--- src/hdl/fdct_ram.sv ---
// generic single write, single registered read memory
module fdct_ram #(
  parameter int WIDTH = 24,
  parameter int ABITS = 6
) (
  input  logic             clk,
  input  logic             we,
  input  logic [ABITS-1:0] waddr,
  input  logic [WIDTH-1:0] wdata,
  input  logic [ABITS-1:0] raddr,
  output logic [WIDTH-1:0] rdata
);

  logic [WIDTH-1:0] mem [2**ABITS];

  always_ff @(posedge clk) begin
    if (we) begin
      mem[waddr] <= wdata;
    end
    rdata <= mem[raddr];
  end

endmodule

--- config.mk ---
export PLATFORM = sky130hd
export DESIGN_NAME = fdct_ram
export DESIGN_NICKNAME = d
export VERILOG_FILES = /design/src/hdl/fdct_ram.sv
export SDC_FILE = /design/constraint.sdc
export NUM_CORES = 1
export LEC_CHECK = 0
export BUFFER_PORTS_ARGS = -buffer_cell sky130_fd_sc_hd__buf_4
export CORE_MARGIN = 2
export CORE_UTILIZATION = 65
export CTS_BUF_LIST = sky130_fd_sc_hd__clkbuf_2
export DETAILED_ROUTE_END_ITERATION = 7
export GPL_TIMING_DRIVEN = 0
export PLACE_DENSITY = 0.82
export SYNTH_ARGS = -nofsm -noshare
export SYNTH_HDL_FRONTEND = slang
export SYNTH_SLANG_ARGS = --single-unit
--- constraint.sdc ---
create_clock -name clk -period 3.92 [get_ports clk]
set_input_delay 0.588 -clock clk [delete_from_list [all_inputs] [get_ports clk]]
set_output_delay 0.588 -clock clk [all_outputs]
set_load 0.02 [all_outputs]
# Yosys cells after proc, flatten, opt, wreduce, memory -nomap -nowiden

Memories as Yosys holds them, arrays and structs flattened. A register that Yosys moved wholly into a read port is not among the register bits.
Index checks and enable logic that the tools add are counted.

Register bits after elaboration: 0
Bits in writable memories: 1536
Input bits: 38
Output and inout port bits: 24
Word-level logic and storage cells: 3
Memories kept: 1

Memory list:

| memory | words | width | rd ports | clocked after Yosys merged registers in | wr ports | RTL line | source |
|---|---|---|---|---|---|---|---|
| mem    | 64    | 24    | 1        | 1                                       | 1        | 14       | `logic [WIDTH-1:0] mem [2**ABITS];` |

Mux-type cells: 2

Operators by type and width:

| cell             | number |
|---|---|
| 2-to-1 mux 1 bit | 2 |

# Depth between registers and ports, before layout

Word-level depth: 2
Gate-level depth with buffers: 9

# Worst setup path after synthesis

OpenSTA, ideal clock, no wires.

Kind: input port to flip-flop
From: input waddr[3]
To: memory mem[48][0] (enable)
Data arrival time: 2.750 ns
Data required time: 3.485 ns
Setup slack: 0.735 ns
Stages: 4
Buffers on the path: 1
Cell sequence: clkbuf_1 > nor2b_1 > nand4b_1 > nor3_1

RTL lines:

| item               | RTL line | source |
|---|---|---|
| start: declaration | 8        | `input logic [ABITS-1:0] waddr,` |
| end: declaration   | 14       |  |

Straight into the memory's write port.

==> key figures <==
Global route
  • Global route overflow: 0
  • Total GRT Usage: 33.2%
  • First-pass GRT wire length: roughly 220,000 um
  • Largest net degree at the start of global routing: 65
  • Initial antenna violation count: 17
  • Vias in the first global route: between 30,000 and 40,000

Critical path
  • Startpoint Class: input port
  • Worst EP required: about 5.2 ns
  • Arrival @ worst endpoint: between 4 and 5 ns
  • CP Max Fanout: 10
  • CP Capture Type: register
  • WS Path Type: in2reg

Routing
  • Vias: approximately 31,000
  • Vias per inst: a little under 7
  • Remaining DRCs: 0
  • Router iterations before antenna repair: 6
  • Final wirelength: 151,000 um
  • Drt initial violations: around 5,000
  • WL per Instance: 33.2 um
  • Antenna-violating nets left: 0

Clocking
  • Reg clk slew, reported paths: ~0.12 ns
  • Clk_lat worst skew: between 1.5 and 2 ns
  • CTS Buffer Depth: 4
  • Post-CTS sizing: 0
  • CTS tree: done
  • Clock buffer count from CTS: 371
  • Clk sinks: between 1,500 and 2,000
  • Root Driver: clkbuf_2
  • H-tree Lvls: 5

Floorplanning
  • Die X-Extent: around 300 um
  • Row count: 110
  • Initial Utilization: 65.8%
  • I/O pins: slightly above 60
  • Core Area: ~90,000 um2
  • Die area: roughly 94,000 um2
  • Die Ht: 306 um

Timing
  • Setup TNS: 0 ns
  • Fin crit share: between 70% and 80%
  • Slew headroom: 11.1%
  • Fin crit period: around 3.1 ns
  • Worst Skew: about 0.20 ns
  • Slew Viols, Final: 0
  • Worst slew pin tran: between 1 and 1.5 ns
  • Final Hold Viols: 0
  • Setup-failing EPs final: 0
  • Final WS setup: roughly 0.8 ns
  • F_max: roughly 320 MHz
  • RSZ-0062 raised after global routing: no

Synth
  • YS warnings: 0
  • Sequential fraction of the synthesis area: around four fifths
  • Number of synthesized flops with an enable pin: 1,536
  • Yosys cell types: 40
  • Mapped Area: roughly 59,000 um2
  • Register bit total from synthesis: approximately 1,600
  • Mean area per synthesized cell: approximately 23 um2
  • Post-synth net total: around 2,600
  • Async set-reset flop share out of synthesis: 0%
  • Primary FF master, synth: edfxtp_1
  • Cells after synthesis: about 2,600

Hold path
  • Hold Path Class: in2reg

Cells and area
  • Most frequent cells in the layout: edfxtp_1 (1,536), clkbuf_2 (542), mux4_2 (355)
  • Share of layout cells above drive strength 1: 36.1%
  • Number of filler cells placed in the layout: between 4,000 and 5,000
  • Register Area: 46,600 um2
  • Post-layout instance area: roughly 66,000 um2
  • Post-layout util: 73.0%
  • Area of the multi-input gates: 12,200 um2
  • Leading cell type in the layout, fill and taps excluded: edfxtp_1
  • Synthesis-to-layout area growth: 10.9%
  • Nets@finish: about 3,100

Pwr
  • Leak: approximately 0.021 uW
  • Power Total: around 31,000 uW
  • Peak supply drop: roughly 380 uV
  • P per Cell Area: 465 nW/um2

Placement
  • Dpl cell area: between 60,000 and 70,000 um2
  • Port buffer count: 54
  • DP Worst Slack: -0.260 ns
  • Placer Congestion: around 0.96
  • Post-DP HPWL: 93,900 um

Status
  • Status: finished, final reports clean

Run
  • Maxcap violations: 0
[sequential cells by signal (all words and copies together), names as in the netlist]
name	flops
rdata	24
mem	1536
[cell type report]
| class | instances | share of cell area, % |
|---|---|---|
| sequential | 1560 | 70.9 |
| multi-input combinational | 906 | 18.6 |
| clock buffer | 542 | 4.12 |
| tap | 1176 | 2.24 |
| timing repair buffer | 126 | 2.19 |
| buffer | 142 | 1.17 |
| clock inverter | 105 | 0.784 |
| antenna | 7 | 0.0266 |
| inverter | 2 | 0.0114 |
[per-layer routing]
layer	track usage, %	up-vias	part of all wire [%]
met2	50.3	2629	47
met5	0	-	0.073
met3	11.2	501	14
met1	43.0	15800	33
li1	-	12400	-
met4	18.2	18	5.5
[synth_stat cells, types with 4 or more instances]
library cell	count	area, um2
a21oi_1	22	110
a221o_1	4	40.0
a221oi_1	52	455
a22oi_1	29	218
a31oi_1	13	81.3
and3_1	16	100
buf_1	13	48.8
buf_2	45	225
buf_4	31	233
buf_6	8	90.1
clkbuf_1	44	165
dfxtp_1	24	480
edfxtp_1	1536	46100
mux2_2	53	597
mux2i_1	95	951
mux4_2	355	8000
nand2_1	36	135
nand2b_1	6	37.5
nand3_1	20	100
nor2_1	80	300
nor2b_1	9	56.3
o21a_1	13	97.6
o21ai_0	12	60.1
o21ai_1	6	30.0
o22ai_1	53	332
or3_1	10	62.6
[power breakdown]
part / internal, uW / switching, uW / total [uW] / leakage, uW
clock network: 3880 / 6280 / 10200 / 0.00250
registers: 18400 / 42.9 / 18500 / 0.0140
logic: 665 / 1260 / 1930 / 0.00489
[critical path: stages]
cell           delay, ns
dlygate4sd3_1       0.61
buf_4               0.19
clkbuf_1            0.65
buf_2               0.47
buf_2               0.47
nand3b_1            0.41
o22ai_1             0.37
nor2_1              0.14
nand3_1             0.25
o21ai_0             0.25
[logic make-up after synthesis]
family | after synthesis | share of synthesized area [%]
and+or+nand+nor | 196 | 1.56
buffers and inverters | 144 | 1.31
muxes | 503 | 16.1
AOI/OAI and AO/OA | 207 | 2.44
DFF | 1560 | 78.6
[worst paths after layout]
path | startpoint | end | slack, ns | depth (start not counted)
hold / removal | wdata[11] | mem[12][11] | 0.17 | 2
setup reg to reg | mem[54][5] | rdata[5] | 1.03 | 5
setup / recovery | raddr[3] | rdata[16] | 0.81 | 10
hold reg to reg | mem[36][22] | rdata[22] | 0.96 | 4
[stage by stage]
stage,instances,hold WS (ns)
floorplan,2610,0.687
global placement,3840,1.01
detailed placement,3876,0.998
CTS,4559,0.00335
global route,4560,0.0880
finish,4566,0.168
[repair_timing]
| action | in CTS | in global routing |
|---|---|---|
| endpoints found under the setup margin | 0 | 0 |
| buffers inserted | 0 | 0 |
| hold endpoints to repair | 1745 | 0 |
| hold buffers | 36 | 0 |
Power figures use the tool's default switching activity.
