[src/hdl/fdct_pkg.sv]
// shared types, constants and helpers for the postscaled 8x8 forward dct
package fdct_pkg;

  localparam int FRAC_BITS = 14;

  localparam logic signed [16:0] K_0_707 = 17'sd11585;
  localparam logic signed [16:0] K_0_382 = 17'sd6270;
  localparam logic signed [16:0] K_0_541 = 17'sd8867;
  localparam logic signed [16:0] K_1_306 = 17'sd21407;

  typedef logic signed [29:0] wide_t;
  typedef logic signed [47:0] prod_t;

  typedef struct packed {
    logic signed [11:0] sample;
    logic [15:0]        scale;
  } pix_t;

  typedef struct packed {
    logic signed [15:0] coefficient;
    logic               last;
  } coef_t;

  typedef enum logic [2:0] {
    ST_LOAD, ST_READ, ST_GO, ST_WAIT, ST_WRITE, ST_QREAD, ST_QMUL, ST_QOUT
  } fsm_t;

  typedef struct packed {
    logic       ld;
    logic       go;
    logic       qmul;
    logic [2:0] idx;
  } bf_ctl_t;

  function automatic logic signed [33:0] descale(input prod_t x);
    prod_t y;
    y = (x + prod_t'(48'sd8192)) >>> FRAC_BITS;
    return y[33:0];
  endfunction

endpackage

[src/hdl/fdct_bfly.sv]
// aan 8-point butterfly stepped over one shared multiplier, also used for postscaling
module fdct_bfly (
  input  logic                clk,
  input  logic                rst,
  input  fdct_pkg::bf_ctl_t   ctl,
  input  logic signed [23:0]  ld_val,
  input  logic [15:0]         scale,
  output logic                done,
  output fdct_pkg::wide_t     o_sel,
  output fdct_pkg::prod_t     prod
);

  logic signed [23:0] v [8];
  fdct_pkg::wide_t o [8];
  fdct_pkg::wide_t ea, eb, ec, ed, d07, a, b, c, p, q;
  fdct_pkg::prod_t r;
  logic [2:0] step;

  fdct_pkg::wide_t s07, s34, s16, s25, d34, d16, d25, dd07;
  fdct_pkg::wide_t dsc, dsc_r;
  fdct_pkg::wide_t mul_a;
  logic signed [16:0] mul_b;

  always_comb begin
    s07  = fdct_pkg::wide_t'(v[0]) + fdct_pkg::wide_t'(v[7]);
    dd07 = fdct_pkg::wide_t'(v[0]) - fdct_pkg::wide_t'(v[7]);
    s34  = fdct_pkg::wide_t'(v[3]) + fdct_pkg::wide_t'(v[4]);
    d34  = fdct_pkg::wide_t'(v[3]) - fdct_pkg::wide_t'(v[4]);
    s16  = fdct_pkg::wide_t'(v[1]) + fdct_pkg::wide_t'(v[6]);
    d16  = fdct_pkg::wide_t'(v[1]) - fdct_pkg::wide_t'(v[6]);
    s25  = fdct_pkg::wide_t'(v[2]) + fdct_pkg::wide_t'(v[5]);
    d25  = fdct_pkg::wide_t'(v[2]) - fdct_pkg::wide_t'(v[5]);
    dsc   = fdct_pkg::wide_t'(fdct_pkg::descale(prod));
    dsc_r = fdct_pkg::wide_t'(fdct_pkg::descale(prod + r));
  end

  always_comb begin
    case (step)
      3'd2: begin
        mul_a = ed - eb;
        mul_b = fdct_pkg::K_0_707;
      end
      3'd3: begin
        mul_a = b;
        mul_b = fdct_pkg::K_0_707;
      end
      3'd4: begin
        mul_a = a - c;
        mul_b = fdct_pkg::K_0_382;
      end
      3'd5: begin
        mul_a = a;
        mul_b = fdct_pkg::K_0_541;
      end
      3'd6: begin
        mul_a = c;
        mul_b = fdct_pkg::K_1_306;
      end
      default: begin
        mul_a = o[ctl.idx];
        mul_b = {1'b0, scale};
      end
    endcase
  end

  assign done  = (step == 3'd7);
  assign o_sel = o[ctl.idx];

  always_ff @(posedge clk) begin
    if (rst) begin
      step <= 3'd0;
    end else if (ctl.go) begin
      step <= 3'd1;
    end else if (step == 3'd7) begin
      step <= 3'd0;
    end else if (step != 3'd0) begin
      step <= step + 3'd1;
    end
  end

  always_ff @(posedge clk) begin
    prod <= fdct_pkg::prod_t'(mul_a) * fdct_pkg::prod_t'(mul_b);
    if (ctl.ld) begin
      v[ctl.idx] <= ld_val;
    end
    case (step)
      3'd1: begin
        ea  <= s07 + s34;
        eb  <= s07 - s34;
        ec  <= s25 + s16;
        ed  <= s25 - s16;
        d07 <= dd07;
        a   <= d34 + d25;
        b   <= d25 + d16;
        c   <= d16 + dd07;
      end
      3'd2: begin
        o[0] <= ea + ec;
        o[4] <= ea - ec;
      end
      3'd3: begin
        o[6] <= eb + dsc;
        o[2] <= eb - dsc;
      end
      3'd4: begin
        p <= d07 + dsc;
        q <= d07 - dsc;
      end
      3'd5: begin
        r <= prod;
      end
      3'd6: begin
        o[5] <= q + dsc_r;
        o[3] <= q - dsc_r;
      end
      3'd7: begin
        o[1] <= p + dsc_r;
        o[7] <= p - dsc_r;
      end
      default: begin
      end
    endcase
  end

endmodule

[config.mk]
export PLATFORM = sky130hd
export DESIGN_NAME = fdct_bfly
export DESIGN_NICKNAME = d
export VERILOG_FILES = /design/src/hdl/fdct_pkg.sv /design/src/hdl/fdct_bfly.sv
export SDC_FILE = /design/constraint.sdc
export NUM_CORES = 2
export LEC_CHECK = 0
export ABC_AREA = 1
export BUFFER_PORTS_ARGS = -buffer_cell sky130_fd_sc_hd__clkbuf_2
export CELL_PAD_IN_SITES_DETAIL_PLACEMENT = 2
export CELL_PAD_IN_SITES_GLOBAL_PLACEMENT = 2
export CORE_UTILIZATION = 43
export CTS_CLUSTER_DIAMETER = 30
export DETAILED_ROUTE_END_ITERATION = 7
export GPL_TIMING_DRIVEN = 1
export PLACE_DENSITY_LB_ADDON = 0.1
export SYNTH_ARGS = -nofsm -noshare
export SYNTH_HDL_FRONTEND = slang
export SYNTH_SLANG_ARGS = --single-unit
[constraint.sdc]
create_clock -name clk -period 27.1 [get_ports clk]
set_clock_uncertainty 0.05 [all_clocks]
set_input_delay 1.355 -clock clk [delete_from_list [all_inputs] [get_ports clk]]
set_output_delay 1.355 -clock clk [all_outputs]
set_load 0.02 [all_outputs]
# After elaboration in Yosys (flattened, before gate mapping)
# Memories as Yosys holds them, arrays and structs flattened.
# Cells that the tools add are included.
# totals
register_bits	389
mem_bits_rw	432
inputBits	48
word_cells	98
n_memories	2
# op_classes
n_addsub	31
multipliers	1
eq_ne	7
mux	33
reduce_logical	10
# memory_table
memory	words	word_bits	read_ports	rd_clocked_by_memory_dff	wr	line	rtl
o	8	30	1	0	2	fdct_bfly.sv:14	fdct_pkg::wide_t o [8];
v	8	24	8	0	1	fdct_bfly.sv:13	logic signed [23:0] v [8];
# ops
operator	n
$mux 30	6
$reduce_or 30->1	6
$sub 30x30->30	6
$pmux 30 s5	1
$add 25x25->26	5
$add 30x30->30	4
$add 24x24->25	4
$sub 24x24->25	4
$add 44x15->44 const B	2
$pmux 16 s4	1
$sub 25x25->26	2
$mul 30x17->47	1
$add 44x44->44	1
$add 25x30->30	1
$sub 25x30->30	1
$mux 1	19
$mux 3	6
$eq 3x3->1 const B	4
$eq 3x2->1 const B	2
$reduce_bool 3->1	2
$add 3x1->3 const B	1
$eq 3x1->1 const B	1
$reduce_or 3->1	1
$reduce_or 2->1	1

# Logic depth before layout (Yosys ltp)
# depth
word_depth	7
ltp_mapped	40
ltp_nobuf	40

# Worst setup path before layout
# Ideal clock, no wire load.
# synth_path
path_kind	reg-to-reg
from	register step[1]
to	register a[0], enable pin
setup_ps	781
t_arrival_ps	9199
required_time_ps	26269
slack_ps	17070
stages_incl_launch_ff	5
n_path_buf	0
synth_period_minus_slack_ps	10030
path_cell_list	dfxtp_1 > inv_1 > ha_1 > inv_1 > nor2_1
# synth_via
elab_chain_cells	1
# synth_rtl
element	line	rtl
start: declaration	fdct_bfly.sv:17	logic [2:0] step;
start signal: assignment	fdct_bfly.sv:77	step <= step + 3'd1;
$eq 3x1->1	fdct_bfly.sv:86	case (step)
end signal: assignment	fdct_bfly.sv:93	a <= d34 + d25;
end: declaration	fdct_bfly.sv:15	fdct_pkg::wide_t ea, eb, ec, ed, d07, a, b, c, p, q;
# No other way between the ends.
# A chain may end at the register's enable or synchronous reset.

# Worst setup path in the final report
# layout_path
from	register step[0]
to	register prod[26]
# layout_via
elab_chain_cells	4
word_cells_on_any_way	9
# layout_rtl
element	line	rtl
$eq 3x2->1	fdct_bfly.sv:38	case (step)
$reduce_or 2->1 (no source line)	-	
$pmux 16 s4	fdct_bfly.sv:38	
$mul 30x17->47 (*)	fdct_bfly.sv:82	prod <= fdct_pkg::prod_t'(mul_a) * fdct_pkg::prod_t'(mul_b);
end signal: assignment	fdct_bfly.sv:82	
end: declaration	fdct_bfly.sv:10	output fdct_pkg::prod_t prod
# Mark *: on every way between the ends. The rest lies on a longest branch, timed or not.

==> impl_metrics.ini <==
[worst_setup_path]
worstSetupEndpointType = flip-flop
path_delay_family = simple AND/OR/NAND/NOR gates
startpoint = step[0]$_SDFFE_PP0P_
crit_arrival_ns = 11.74
worst-path-stages = 31
r2r-end = prod[26]$_DFF_P_
worst_path_most_repeated_cell = inv_1
required_ns = 27.75
path_buf_inv = 9
r2r-start = step[0]$_SDFFE_PP0P_
cp-start-kind = flip-flop
cp_max_fo = 29
reg2reg_depth = 31
crit_type = reg -> reg
slowest_delay_ns = 0.90
critPathSlowestCell = nand3_1
regToRegSetupSlack_ns = 16.01

[routing]
firstDrtPassIters = 6
drt_wl_total_um = 505000
viasPerCell = 6.32
vias = 91900
dr.first_iter.drc_count = 8605
wl_per_cell_um = 34.8
antenna_left = 0
drcViolationCount = 0

[global_route]
grt_usage_pct = 47.9
grt_pass1_vias = 101000
grt_max_degree = 79
grt_pass1_wl_um = 717000
grt_antenna_before_repair = 80
grt_overflow = 0

[die]
die_area_um2 = 207000
fp.dieW_um = 455
core_area_um2 = 203000
rows = 165
fp.dieH_um = 455
io_pins = 127
initial_utilization_pct = 43.4

[synth]
synth_top_area_cell = edfxtp_1
ys_seq_area_share_pct = 26.2
avgSynthCellArea_um2 = 7.66
syn_nets = 12900
synth-edff-count = 736
dominantRegCellSynth = edfxtp_1
synth_seq_cells = 786
yosys.area.top_type_share_pct = 25.1
synth_cell_types = 57
synth.area.top_cells = edfxtp_1 25%, ha_1 13%, fa_1 12%
syn-instance-count = 11500
synth_area_um2 = 88100
async_flop_share_pct = 0
ys_warn_count = 0

[timing]
timing.setup.tns_ns = 0
worstMarginPinSlew_ns = 1.43
max_freq_mhz = 90.2
setup_slack_ns = 16.01
fin_crit_sh_pct = 40.9
finalMaxSlewViolations = 0
finalSetupViolCount = 0
rsz0062_at_grt = no
final_hold_viol_count = 0
slew_headroom_pct = 4.76
period_needed_ns = 11.09

[min_path]
hold_start = prod[12]$_DFF_P_
min_path_type = reg -> reg
holdPathEnd = r[12]$_DFFE_PN_
hold_depth = 0

[final_layout]
ff_latch_area_um2 = 23100
utilization_pct = 48.9
postLayoutCellArea_um2 = 99200
layout_commonest_cell = nand2_1
final_cell_mix = 2044 x nand2_1, 2026 x inv_1, 1185 x nor2_1
drive_gt1_share_pct = 5.38
fill_cells = 22800
area_delta_synth_final_pct = 12.6
fin_nets = 13100
multi_input_area_um2 = 56400

[cts]
cts_max_level = 4
cts_buffer_depth = 3
clk_latency_ns = 0.93
cts_buffers = 217
cts_setup_buffers = 0
path_clk_slew_ns = 0.05
ctsResizeCount = 0
cts_tree = yes
ctsHoldBuffers = 0
clk_root_buffer_cell = clkbuf_16
clock_sinks = 786

[placed_design]
io_buffers = 125
pre_cts_ws_ns = 16.30
dp_hpwl_um = 379000
gp_congestion = 1.09
place_area_um2 = 91600

[run_status]
status = finished, final reports clean

[flow_run]
drv_cap = 0
[cell usage after synthesis, drive strengths merged, types with 18 or more instances]
master,number
buf,78
o22ai,55
nor4,30
xor2,557
nand3,725
or2,28
nand2,2049
edfxtp,736
dfxtp,50
o211ai,20
xnor2,67
clkbuf,172
a21o,60
nor2,1198
nor3,182
nand4,133
ha,885
a21oi,860
inv,2040
a221oi,18
o21ai,656
o21bai,114
a21boi,53
fa,511
a31oi,54
a211oi,44
[cell type report]
type / count / share of cell area (%)
Sequential cell: 786 / 23.3
Timing Repair Buffer: 183 / 1.07
Multi-Input combinational cell: 8420 / 56.9
Clock buffer: 242 / 5.63
Antenna cell: 22 / 0.0555
Inverter: 2042 / 7.73
Tap cell: 2672 / 3.37
Clock inverter: 166 / 1.98
[worst max path at each step]
stage,to
after CTS,prod[38]$_DFF_P_
after detailed placement,prod[28]$_DFF_P_
after floorplan,a[0]$_DFFE_PN_
final,prod[26]$_DFF_P_
after global routing,prod[26]$_DFF_P_
after global placement,prod[28]$_DFF_P_
[state kept, by name, indices dropped and copies added (netlist names), 29 cells and up]
| signal | count |
|---|---|
| prod | 47 |
| r | 44 |
| v | 192 |
| o | 236 |
| p | 30 |
| q | 29 |
[through the flow]
stage                     hold slack (ns)  std cells
final                               0.438      14500
after global routing                0.446      14500
after CTS                           0.442      14500
after detailed placement            0.421      14100
after global placement              0.404      14100
after floorplan                     0.450      11500
[worst register-to-register path: cells and delay by family, from the launching register on]
family          cells  cell delay [ns]
flops               1             0.38
buf+inv             9             1.99
simple gates       13             4.65
compound gates      1             0.21
fa+ha+maj           8             3.61
[per-layer routing]
metal	routed length [um]	track usage [%]	up-vias	part of all wire, %
met5	345	0.0230	-	0.068
met1	183000	53.3	46600	36
met4	53500	42.9	52	11
li1	-	-	37900	-
met3	42000	11.6	2055	8.3
met2	227000	76.1	5296	45
[kinds of logic (layout without fill, tap and decap cells)]
kind of cell	Yosys count	count (layout)	synth area share, %
compound gates	2006	2006	12.8
xor+xnor	624	624	6.20
other cells	0	22	0
buf+inv	2292	2633	9.87
fa+ha+maj	1396	1396	24.2
simple gates	4394	4394	20.8
flops	786	786	26.2
Power is left out: the tool's default activity adds up to more than one toggle a clock period on the data nets, which glitch-free logic cannot reach.
